### config.mk
export PLATFORM = sky130hd
export DESIGN_NAME = status_led_pattern_sequencer_core
export DESIGN_NICKNAME = d
export VERILOG_FILES = /design/src/rtl/slps_pkg.sv /design/src/rtl/slps_cfg_regs.sv /design/src/rtl/slps_step.sv /design/src/rtl/status_led_pattern_sequencer_core.sv
export SDC_FILE = /design/constraint.sdc
export NUM_CORES = 1
export LEC_CHECK = 0
export BUFFER_PORTS_ARGS = -buffer_cell sky130_fd_sc_hd__buf_2
export CAP_MARGIN = 20
export CORE_ASPECT_RATIO = 0.9
export CORE_MARGIN = 4
export CORE_UTILIZATION = 50
export DETAILED_ROUTE_END_ITERATION = 8
export PLACE_DENSITY_LB_ADDON = 0.25
export SLEW_MARGIN = 20
export SYNTH_ARGS = -nofsm -noshare
export SYNTH_HDL_FRONTEND = slang
export SYNTH_HIERARCHICAL = 1
export SYNTH_SLANG_ARGS = --single-unit
### constraint.sdc
create_clock -name aclk -period 6 [get_ports aclk]
set_input_delay 1.2 -clock aclk [delete_from_list [all_inputs] [get_ports aclk]]
set_output_delay 1.2 -clock aclk [all_outputs]
set_load 0.05 [all_outputs]
### src/rtl/slps_pkg.sv
// shared types, codes and reset constants for the status led pattern sequencer
package slps_pkg;

    localparam int unsigned PERIOD_W = 16;
    localparam int unsigned COUNT_W  = 4;
    localparam int unsigned MODE_W   = 3;
    localparam int unsigned LED_W    = 3;
    localparam int unsigned CFG_IDX_W  = 2;
    localparam int unsigned CFG_DATA_W = 16;

    typedef enum logic [MODE_W-1:0] {
        MODE_CONNECTING  = 3'd0,
        MODE_OFFLINE     = 3'd1,
        MODE_CONNECTED   = 3'd2,
        MODE_LOCK        = 3'd3,
        MODE_UNLOCK_OK   = 3'd4,
        MODE_UNLOCK_FAIL = 3'd5
    } mode_t;

    // input beat kinds
    localparam logic ACT_TICK     = 1'b0;
    localparam logic ACT_SET_MODE = 1'b1;

    // led bit patterns: bit0 red, bit1 green, bit2 blue
    localparam logic [LED_W-1:0] LED_OFF = 3'b000;
    localparam logic [LED_W-1:0] LED_R   = 3'b001;
    localparam logic [LED_W-1:0] LED_G   = 3'b010;
    localparam logic [LED_W-1:0] LED_B   = 3'b100;

    // register indexes
    localparam logic [CFG_IDX_W-1:0] CFG_BLINK_PERIOD  = 2'd0;
    localparam logic [CFG_IDX_W-1:0] CFG_FLASH_PERIOD  = 2'd1;
    localparam logic [CFG_IDX_W-1:0] CFG_LOCK_HOLD     = 2'd2;
    localparam logic [CFG_IDX_W-1:0] CFG_FLASH_TOGGLES = 2'd3;

    localparam logic [PERIOD_W-1:0] BLINK_PERIOD_RST  = 16'd300;
    localparam logic [PERIOD_W-1:0] FLASH_PERIOD_RST  = 16'd200;
    localparam logic [PERIOD_W-1:0] LOCK_HOLD_RST     = 16'd1000;
    localparam logic [COUNT_W-1:0]  FLASH_TOGGLES_RST = 4'd6;

    typedef struct packed {
        logic [PERIOD_W-1:0] blink_period;
        logic [PERIOD_W-1:0] flash_period;
        logic [PERIOD_W-1:0] lock_hold;
        logic [COUNT_W-1:0]  flash_toggles;
    } cfg_t;

endpackage

### src/rtl/slps_cfg_regs.sv
// configuration register bank for the status led pattern sequencer
module slps_cfg_regs (
    input  logic                                aclk,
    input  logic                                aresetn,
    input  logic                                cfg_wr_en,
    input  logic [slps_pkg::CFG_IDX_W-1:0]      cfg_addr,
    input  logic [slps_pkg::CFG_DATA_W-1:0]     cfg_wdata,
    output slps_pkg::cfg_t                      cfg
);

    slps_pkg::cfg_t cfg_reg;
    slps_pkg::cfg_t cfg_next;

    always_comb begin
        cfg_next = cfg_reg;
        if (cfg_wr_en) begin
            unique case (cfg_addr)
                slps_pkg::CFG_BLINK_PERIOD:  cfg_next.blink_period  = cfg_wdata;
                slps_pkg::CFG_FLASH_PERIOD:  cfg_next.flash_period  = cfg_wdata;
                slps_pkg::CFG_LOCK_HOLD:     cfg_next.lock_hold     = cfg_wdata;
                slps_pkg::CFG_FLASH_TOGGLES:
                    cfg_next.flash_toggles = cfg_wdata[slps_pkg::COUNT_W-1:0];
            endcase
        end
    end

    always_ff @(posedge aclk) begin
        if (!aresetn) begin
            cfg_reg.blink_period  <= slps_pkg::BLINK_PERIOD_RST;
            cfg_reg.flash_period  <= slps_pkg::FLASH_PERIOD_RST;
            cfg_reg.lock_hold     <= slps_pkg::LOCK_HOLD_RST;
            cfg_reg.flash_toggles <= slps_pkg::FLASH_TOGGLES_RST;
        end else begin
            cfg_reg <= cfg_next;
        end
    end

    assign cfg = cfg_reg;

endmodule

### src/rtl/slps_step.sv
// pattern state registers and the per-beat update logic
module slps_step (
    input  logic                            aclk,
    input  logic                            aresetn,
    input  logic                            step_en,
    input  logic                            action,
    input  logic [slps_pkg::MODE_W-1:0]     req_mode,
    input  slps_pkg::cfg_t                  cfg,
    output logic [slps_pkg::LED_W-1:0]      led,
    output logic [slps_pkg::MODE_W-1:0]     mode
);

    slps_pkg::mode_t                    mode_reg, mode_next;
    logic                               phase_reg, phase_next;
    logic [slps_pkg::COUNT_W-1:0]       toggle_cnt_reg, toggle_cnt_next;
    logic [slps_pkg::PERIOD_W-1:0]      since_toggle_reg, since_toggle_next;
    logic [slps_pkg::PERIOD_W-1:0]      since_entry_reg, since_entry_next;
    logic                               force_reg, force_next;
    logic [slps_pkg::LED_W-1:0]         led_reg, led_next;

    logic [slps_pkg::PERIOD_W-1:0]      st_inc;
    logic [slps_pkg::PERIOD_W-1:0]      se_inc;
    logic                               blink_due;
    logic                               flash_due;

    // saturating millisecond counters
    assign st_inc = (since_toggle_reg == '1) ? since_toggle_reg
                                              : since_toggle_reg + 16'd1;
    assign se_inc = (since_entry_reg == '1) ? since_entry_reg
                                             : since_entry_reg + 16'd1;
    assign blink_due = force_reg || (st_inc >= cfg.blink_period);
    assign flash_due = force_reg || (st_inc >= cfg.flash_period);

    always_comb begin
        mode_next         = mode_reg;
        phase_next        = phase_reg;
        toggle_cnt_next   = toggle_cnt_reg;
        since_toggle_next = since_toggle_reg;
        since_entry_next  = since_entry_reg;
        force_next        = force_reg;
        led_next          = led_reg;
        if (action == slps_pkg::ACT_TICK) begin
            since_toggle_next = st_inc;
            since_entry_next  = se_inc;
            unique case (mode_reg)
                slps_pkg::MODE_CONNECTING: begin
                    if (blink_due) begin
                        force_next        = 1'b0;
                        since_toggle_next = '0;
                        phase_next        = !phase_reg;
                        led_next          = !phase_reg ? slps_pkg::LED_R
                                                       : slps_pkg::LED_OFF;
                    end
                end
                slps_pkg::MODE_OFFLINE:   led_next = slps_pkg::LED_R | slps_pkg::LED_G;
                slps_pkg::MODE_CONNECTED: led_next = slps_pkg::LED_B;
                slps_pkg::MODE_LOCK: begin
                    led_next = slps_pkg::LED_R;
                    if (se_inc >= cfg.lock_hold) begin
                        mode_next = slps_pkg::MODE_CONNECTED;
                    end
                end
                slps_pkg::MODE_UNLOCK_OK, slps_pkg::MODE_UNLOCK_FAIL: begin
                    if (toggle_cnt_reg >= cfg.flash_toggles) begin
                        // flash run over: dark, back to connected
                        led_next        = slps_pkg::LED_OFF;
                        mode_next       = slps_pkg::MODE_CONNECTED;
                        toggle_cnt_next = '0;
                        force_next      = 1'b1;
                    end else if (flash_due) begin
                        force_next        = 1'b0;
                        since_toggle_next = '0;
                        phase_next        = !phase_reg;
                        if (!phase_reg) begin
                            led_next = (mode_reg == slps_pkg::MODE_UNLOCK_OK)
                                       ? slps_pkg::LED_G : slps_pkg::LED_R;
                        end else begin
                            led_next = slps_pkg::LED_OFF;
                        end
                        if (toggle_cnt_reg != '1) begin
                            toggle_cnt_next = toggle_cnt_reg + 4'd1;
                        end
                    end
                end
                default: ;
            endcase
        end else if (req_mode <= slps_pkg::MODE_UNLOCK_FAIL) begin
            mode_next        = slps_pkg::mode_t'(req_mode);
            toggle_cnt_next  = '0;
            phase_next       = 1'b0;
            since_entry_next = '0;
            force_next       = 1'b1;
        end
    end

    always_ff @(posedge aclk) begin
        if (!aresetn) begin
            mode_reg         <= slps_pkg::MODE_CONNECTING;
            phase_reg        <= 1'b0;
            toggle_cnt_reg   <= '0;
            since_toggle_reg <= '0;
            since_entry_reg  <= '0;
            force_reg        <= 1'b0;
            led_reg          <= slps_pkg::LED_OFF;
        end else if (step_en) begin
            mode_reg         <= mode_next;
            phase_reg        <= phase_next;
            toggle_cnt_reg   <= toggle_cnt_next;
            since_toggle_reg <= since_toggle_next;
            since_entry_reg  <= since_entry_next;
            force_reg        <= force_next;
            led_reg          <= led_next;
        end
    end

    assign led  = led_reg;
    assign mode = mode_reg;

    // blue never shares the led with red or green
    a_blue_alone: assert property (@(posedge aclk) disable iff (!aresetn)
        led_reg[2] |-> (led_reg[1:0] == 2'b00))
        else $error("blue lit together with another color");

    // a mode change leaves the led as it was
    a_set_keeps_led: assert property (@(posedge aclk) disable iff (!aresetn)
        (step_en && action == slps_pkg::ACT_SET_MODE) |=> $stable(led_reg))
        else $error("led changed on a mode change");

    // a valid mode change lands in the mode register
    a_set_mode: assert property (@(posedge aclk) disable iff (!aresetn)
        (step_en && action == slps_pkg::ACT_SET_MODE
         && req_mode <= slps_pkg::MODE_UNLOCK_FAIL)
        |=> (mode_reg == $past(req_mode)))
        else $error("mode change not taken");

    // a tick while connected shows solid blue
    a_connected_blue: assert property (@(posedge aclk) disable iff (!aresetn)
        (step_en && action == slps_pkg::ACT_TICK
         && mode_reg == slps_pkg::MODE_CONNECTED) |=> (led_reg == slps_pkg::LED_B))
        else $error("connected tick did not show blue");

endmodule

### src/rtl/status_led_pattern_sequencer_core.sv
// top level of the status led pattern sequencer: input stage, state step, result stage
//
//  channel | dir | handshake          | payload
//  --------+-----+--------------------+-------------------------------------------
//  s_      | in  | s_tvalid/s_tready  | tuser: action; tdata: new_mode
//  m_      | out | m_tvalid/m_tready  | tdata: red_on, green_on, blue_on, mode_now
//  cfg_    | in  | cfg_wr_en          | cfg_addr register index, cfg_wdata value
//
// one beat per cycle sustained while m_ does not stall; a beat is first held in the input register,
// then the step logic updates the pattern state, whose registers are the result
// held on m_tdata, so the result shows on m_ once the state registers are loaded
// reset (aresetn low, synchronous) empties both stages and loads the register
// defaults: blink 300, flash 200, lock hold 1000, flash toggles 6
// a stalled m_ side holds the result; the input register still takes one more
// beat, after which s_tready drops until the result is taken
module status_led_pattern_sequencer_core (
    input  logic                                aclk,
    input  logic                                aresetn,

    input  logic                                s_tvalid,
    output logic                                s_tready,
    input  logic [7:0]                          s_tdata,   // [2:0] new_mode
    input  logic [0:0]                          s_tuser,   // [0] action

    output logic                                m_tvalid,
    input  logic                                m_tready,
    output logic [7:0]                          m_tdata,   // [0] red_on, [1] green_on,
                                                           // [2] blue_on, [5:3] mode_now

    input  logic                                cfg_wr_en,
    input  logic [slps_pkg::CFG_IDX_W-1:0]      cfg_addr,
    input  logic [slps_pkg::CFG_DATA_W-1:0]     cfg_wdata
);

    slps_pkg::cfg_t                     cfg;

    // input stage
    logic                               in_vld_reg, in_vld_next;
    logic                               in_action_reg;
    logic [slps_pkg::MODE_W-1:0]        in_mode_reg;

    // result stage
    logic                               out_vld_reg, out_vld_next;
    logic [slps_pkg::LED_W-1:0]         led;
    logic [slps_pkg::MODE_W-1:0]        mode;

    logic                               advance;
    logic                               s_beat;

    // the buffered beat moves into the state when the result slot is free
    assign advance  = in_vld_reg && (!out_vld_reg || m_tready);
    assign s_tready = !in_vld_reg || advance;
    assign s_beat   = s_tvalid && s_tready;

    assign in_vld_next  = s_tready ? s_tvalid : in_vld_reg;
    assign out_vld_next = advance ? 1'b1 : (m_tready ? 1'b0 : out_vld_reg);

    always_ff @(posedge aclk) begin
        if (!aresetn) begin
            in_vld_reg  <= 1'b0;
            out_vld_reg <= 1'b0;
        end else begin
            in_vld_reg  <= in_vld_next;
            out_vld_reg <= out_vld_next;
        end
    end

    // payload needs no reset
    always_ff @(posedge aclk) begin
        if (s_beat) begin
            in_action_reg <= s_tuser[0];
            in_mode_reg   <= s_tdata[slps_pkg::MODE_W-1:0];
        end
    end

    slps_cfg_regs u_cfg (
        .aclk      (aclk),
        .aresetn   (aresetn),
        .cfg_wr_en (cfg_wr_en),
        .cfg_addr  (cfg_addr),
        .cfg_wdata (cfg_wdata),
        .cfg       (cfg)
    );

    // pattern state doubles as the result register
    slps_step u_step (
        .aclk     (aclk),
        .aresetn  (aresetn),
        .step_en  (advance),
        .action   (in_action_reg),
        .req_mode (in_mode_reg),
        .cfg      (cfg),
        .led      (led),
        .mode     (mode)
    );

    assign m_tvalid = out_vld_reg;
    assign m_tdata  = {2'b00, mode, led};

    // backpressure only when both stages are full and the result is stalled
    a_ready_cause: assert property (@(posedge aclk) disable iff (!aresetn)
        !s_tready |-> (in_vld_reg && out_vld_reg && !m_tready))
        else $error("input stalled without a full pipeline");

    // every step produces a result beat
    a_step_shows: assert property (@(posedge aclk) disable iff (!aresetn)
        advance |=> m_tvalid)
        else $error("step without a result beat");

endmodule

==> run_results.csv <==
group,metric,value,unit
sta,relSlewSlack,42.4,%
sta,grt_setup_unrepaired,"no",
grt,grt_start_max_net_pins,93,
sta,final.period_utilization,74.1,%
grt,vias_in_the_first_global_route,5074,
grt,grt.total_usage,21.7,%
final_layout,design.final.nets,832,
outcome,status,"complete, no violations",
final_layout,instances_no_fill,910,
final_layout,count_of_fill_cells_added_during_filler_insertion,1124,
power_and_ir_drop,power.density,211,mW/mm²
yosys,postSynthAreaPerCell,8.47,µm²
critical_path,critical_path.endpoint_type,"flip-flop",
cts,postCtsSetupBuffers,0,
routing,drt-wirelength-per-cell,16.5,µm
floorplanning,floorplan.die.height,114,µm
yosys,ys_seq_area_share,33.5,%
grt,initial_antenna_violation_count,0,
power_and_ir_drop,worst_ir_drop_vdd,159,µV
routing,routed_wl,15000,µm
routing,detail-route-antenna-nets,0,
floorplanning,coreArea,0.0121,mm²
cts,clk_pin_slew,0.07,ns
yosys,ys_async_sr_fraction,0,%
yosys,synth_enable_flop_cells,4,
final_layout,fraction_of_layout_instances_using_a_drive_strength_above_1,9.07,%
final_layout,mostFrequentLayoutCell,"sky130_fd_sc_hd__dfxtp_1",
floorplanning,initial_standard_cell_utilization_of_the_core,51.3,%
final_layout,antennaDiodeCount,0,
final_layout,most-common-layout-cells,"98 x sky130_fd_sc_hd__dfxtp_1, 88 x sky130_fd_sc_hd__nand2_1, 68 x sky130_fd_sc_hd__inv_1",
floorplanning,chipWidth,126,µm
cts,clkLatencyLatePin,0.36,ns
cts,clock_sinks,102,
placed_design,dp_hpwl,11200,µm
yosys,ys_top_cells_by_area,"sky130_fd_sc_hd__dfxtp_1 32%, sky130_fd_sc_hd__ha_1 11%, sky130_fd_sc_hd__mux2i_1 8.9%",
floorplanning,ioPinCount,42,
routing,initialDrtViolationCount,460,
cts,cts.path.max_buffers,2,
cts,hold_buffers,0,
yosys,post-synth-top-area-fraction,31.5,%
power_and_ir_drop,power,0.00141,W
grt,groute.layer.met3.usage,4.92,%
sta,actual_slew_at_the_worst_max_slew_pin,0.865,ns
sta,timing_hold_violations_final,0,
yosys,synth_largest_area_cell,"sky130_fd_sc_hd__dfxtp_1",
cts,clock_tree.htree_level_count,3,
yosys,synthCells,734,
grt,global_route_wire_length_before_repair,24900,µm
critical_path,cp_max_fo,11,
yosys,syn_warnings,6,
sta,fmax,225,MHz
routing,first_pass_detailed_route_iteration_total,6,
cts,cts_tree,"done",
yosys,syn_area,0.00622,mm²
grt,met2_usage,35.1,%
yosys,synth-main-ff-cell,"sky130_fd_sc_hd__dfxtp_1",
yosys,synth_seq_cells,102,
grt,grt.busiest_layer,"met2",
sta,setup_tns,0,ns
final_layout,area_growth_syn_to_layout,7.30,%
floorplanning,die-area,0.0143,mm²
critical_path,timing.reg2reg.setup_slack,1.55,ns
grt,grt-ovfl-total,0,
grt,grt_util_met1,29.0,%
critical_path,cp_data_required_time,6.27,ns
final_layout,largest_register_ffs,52,
sta,setup_slack_after_layout,1.55,ns
placed_design,place_congestion,0.904,
sta,final.setup_skew,0.00789,ns
sta,report.final.slew_viol_count,0,
routing,detail_route.drc_violations,0,
sta,setup-violations-final,0,
critical_path,startpoint_type,"flip-flop",
critical_path,timing_worst_setup_path_type,"reg2reg",
hold_path,hold_path_class,"reg2reg",
yosys,synthDistinctLibCells,63,
job,timing.max_cap.violations,0,
critical_path,timing.critical_path.arrival,4.72,ns
cts,cts_inserted_buffers,9,
placed_design,place.port_buffers,34,
cts,clock_tree.root_cell,"sky130_fd_sc_hd__clkbuf_16",
cts,post_cts.resized_instances,0,
sta,final_period_minus_worst_setup_slack,4.45,ns
floorplanning,fp-row-count,38,
placed_design,dpl_worst_slack,1.69,ns
routing,avgViaCountPerCell,5.67,
placed_design,numPlacedInstances,894,
routing,route.vias.total,5158,
power_and_ir_drop,leakage_dissipation,2.92,nW
==> critical path, cell delays in order (launching register included) <==
cell	delay (ns)
sky130_fd_sc_hd__dfxtp_1	0.38
sky130_fd_sc_hd__ha_1	0.25
sky130_fd_sc_hd__and3_1	0.24
sky130_fd_sc_hd__nand4_1	0.31
sky130_fd_sc_hd__nand2_1	0.25
sky130_fd_sc_hd__or3_1	0.38
sky130_fd_sc_hd__xor2_1	0.24
sky130_fd_sc_hd__inv_1	0.11
sky130_fd_sc_hd__ha_1	0.31
sky130_fd_sc_hd__nand4_1	0.17
sky130_fd_sc_hd__nor4_2	0.29
sky130_fd_sc_hd__a22oi_1	0.20
sky130_fd_sc_hd__a211o_1	0.49
sky130_fd_sc_hd__or4_1	0.57
sky130_fd_sc_hd__a21oi_1	0.16
==> worst paths after layout <==
kind	cells after the start	start	end
worst max-delay path	14	u_step/since_toggle_reg[0]	u_step/force_reg
worst min-delay path	2	u_cfg/cfg[50]	u_cfg/cfg[50]
worst max register to register	14	u_step/since_toggle_reg[0]	u_step/force_reg
worst min register to register	2	u_cfg/cfg[50]	u_cfg/cfg[50]
==> power breakdown <==
group / total [W] / internal (W) / switching, W
Combinational: 0.000138 / 0.0000478 / 0.0000901
Clock: 0.000555 / 0.000284 / 0.000271
Sequential: 0.000712 / 0.000698 / 0.0000137
==> Yosys cell counts, drive strengths merged (3+ instances only) <==
library cell / number
a211oi: 7
a21boi: 3
a21o: 8
a21oi: 37
a22o: 3
a22oi: 7
a31oi: 5
a32o: 3
a41oi: 3
and2: 6
and3: 3
and4: 3
buf: 17
clkbuf: 22
dfxtp: 98
edfxtp: 4
ha: 55
inv: 68
mux2: 5
mux2i: 55
nand2: 88
nand2b: 5
nand3: 36
nand3b: 3
nand4: 13
nor2: 44
nor2b: 27
nor3: 10
o211ai: 11
o21a: 6
o21ai: 24
o31ai: 11
or3: 4
xnor2: 17
xor2: 5
==> layer usage <==
| layer | vias up | wire [µm] |
|---|---|---|
| met3 | 21 | 837 |
| met5 | - | 0 |
| li1 | 2573 | - |
| met1 | 2430 | 7080 |
| met4 | 0 | 298 |
| met2 | 134 | 6800 |
==> cells by family (layout without fill, tap and decap cells) <==
kind of cell / after synthesis / in the layout / synth area share [%]
DFF: 102 / 102 / 33.5
buffers and inverters: 107 / 122 / 7.74
xor gates and xnor gates: 22 / 22 / 3.10
AOI/OAI and AO/OA: 137 / 137 / 14.7
and+or+nand+nor: 250 / 250 / 20.1
muxes: 60 / 60 / 9.76
adders and majority gates: 55 / 55 / 11.1
other: 1 / 2 / 0.0603
==> per-stage QoR <==
stage	util, %	cell area [µm²]	hold WS [ns]
6_report	55.0	6670	0.458
3_3_place_gp	52.8	6400	0.446
5_1_grt	55.0	6670	0.469
4_1_cts	55.0	6670	0.461
2_1_floorplan	-	6220	0.435
3_5_place_dp	52.8	6400	0.449
==> layout make-up <==
cell class | count | area (µm²) | share of cell area [%]
clock buffers | 10 | 229 | 3.43
clock inverters | 6 | 47.5 | 0.712
inverters | 68 | 255 | 3.82
multi-input cells | 526 | 3660 | 54.8
flip-flops and latches | 102 | 2080 | 31.2
well taps | 160 | 200 | 3.00
repair buffers | 38 | 200 | 3.00
No activity file was read; power rests on OpenSTA's default activity.
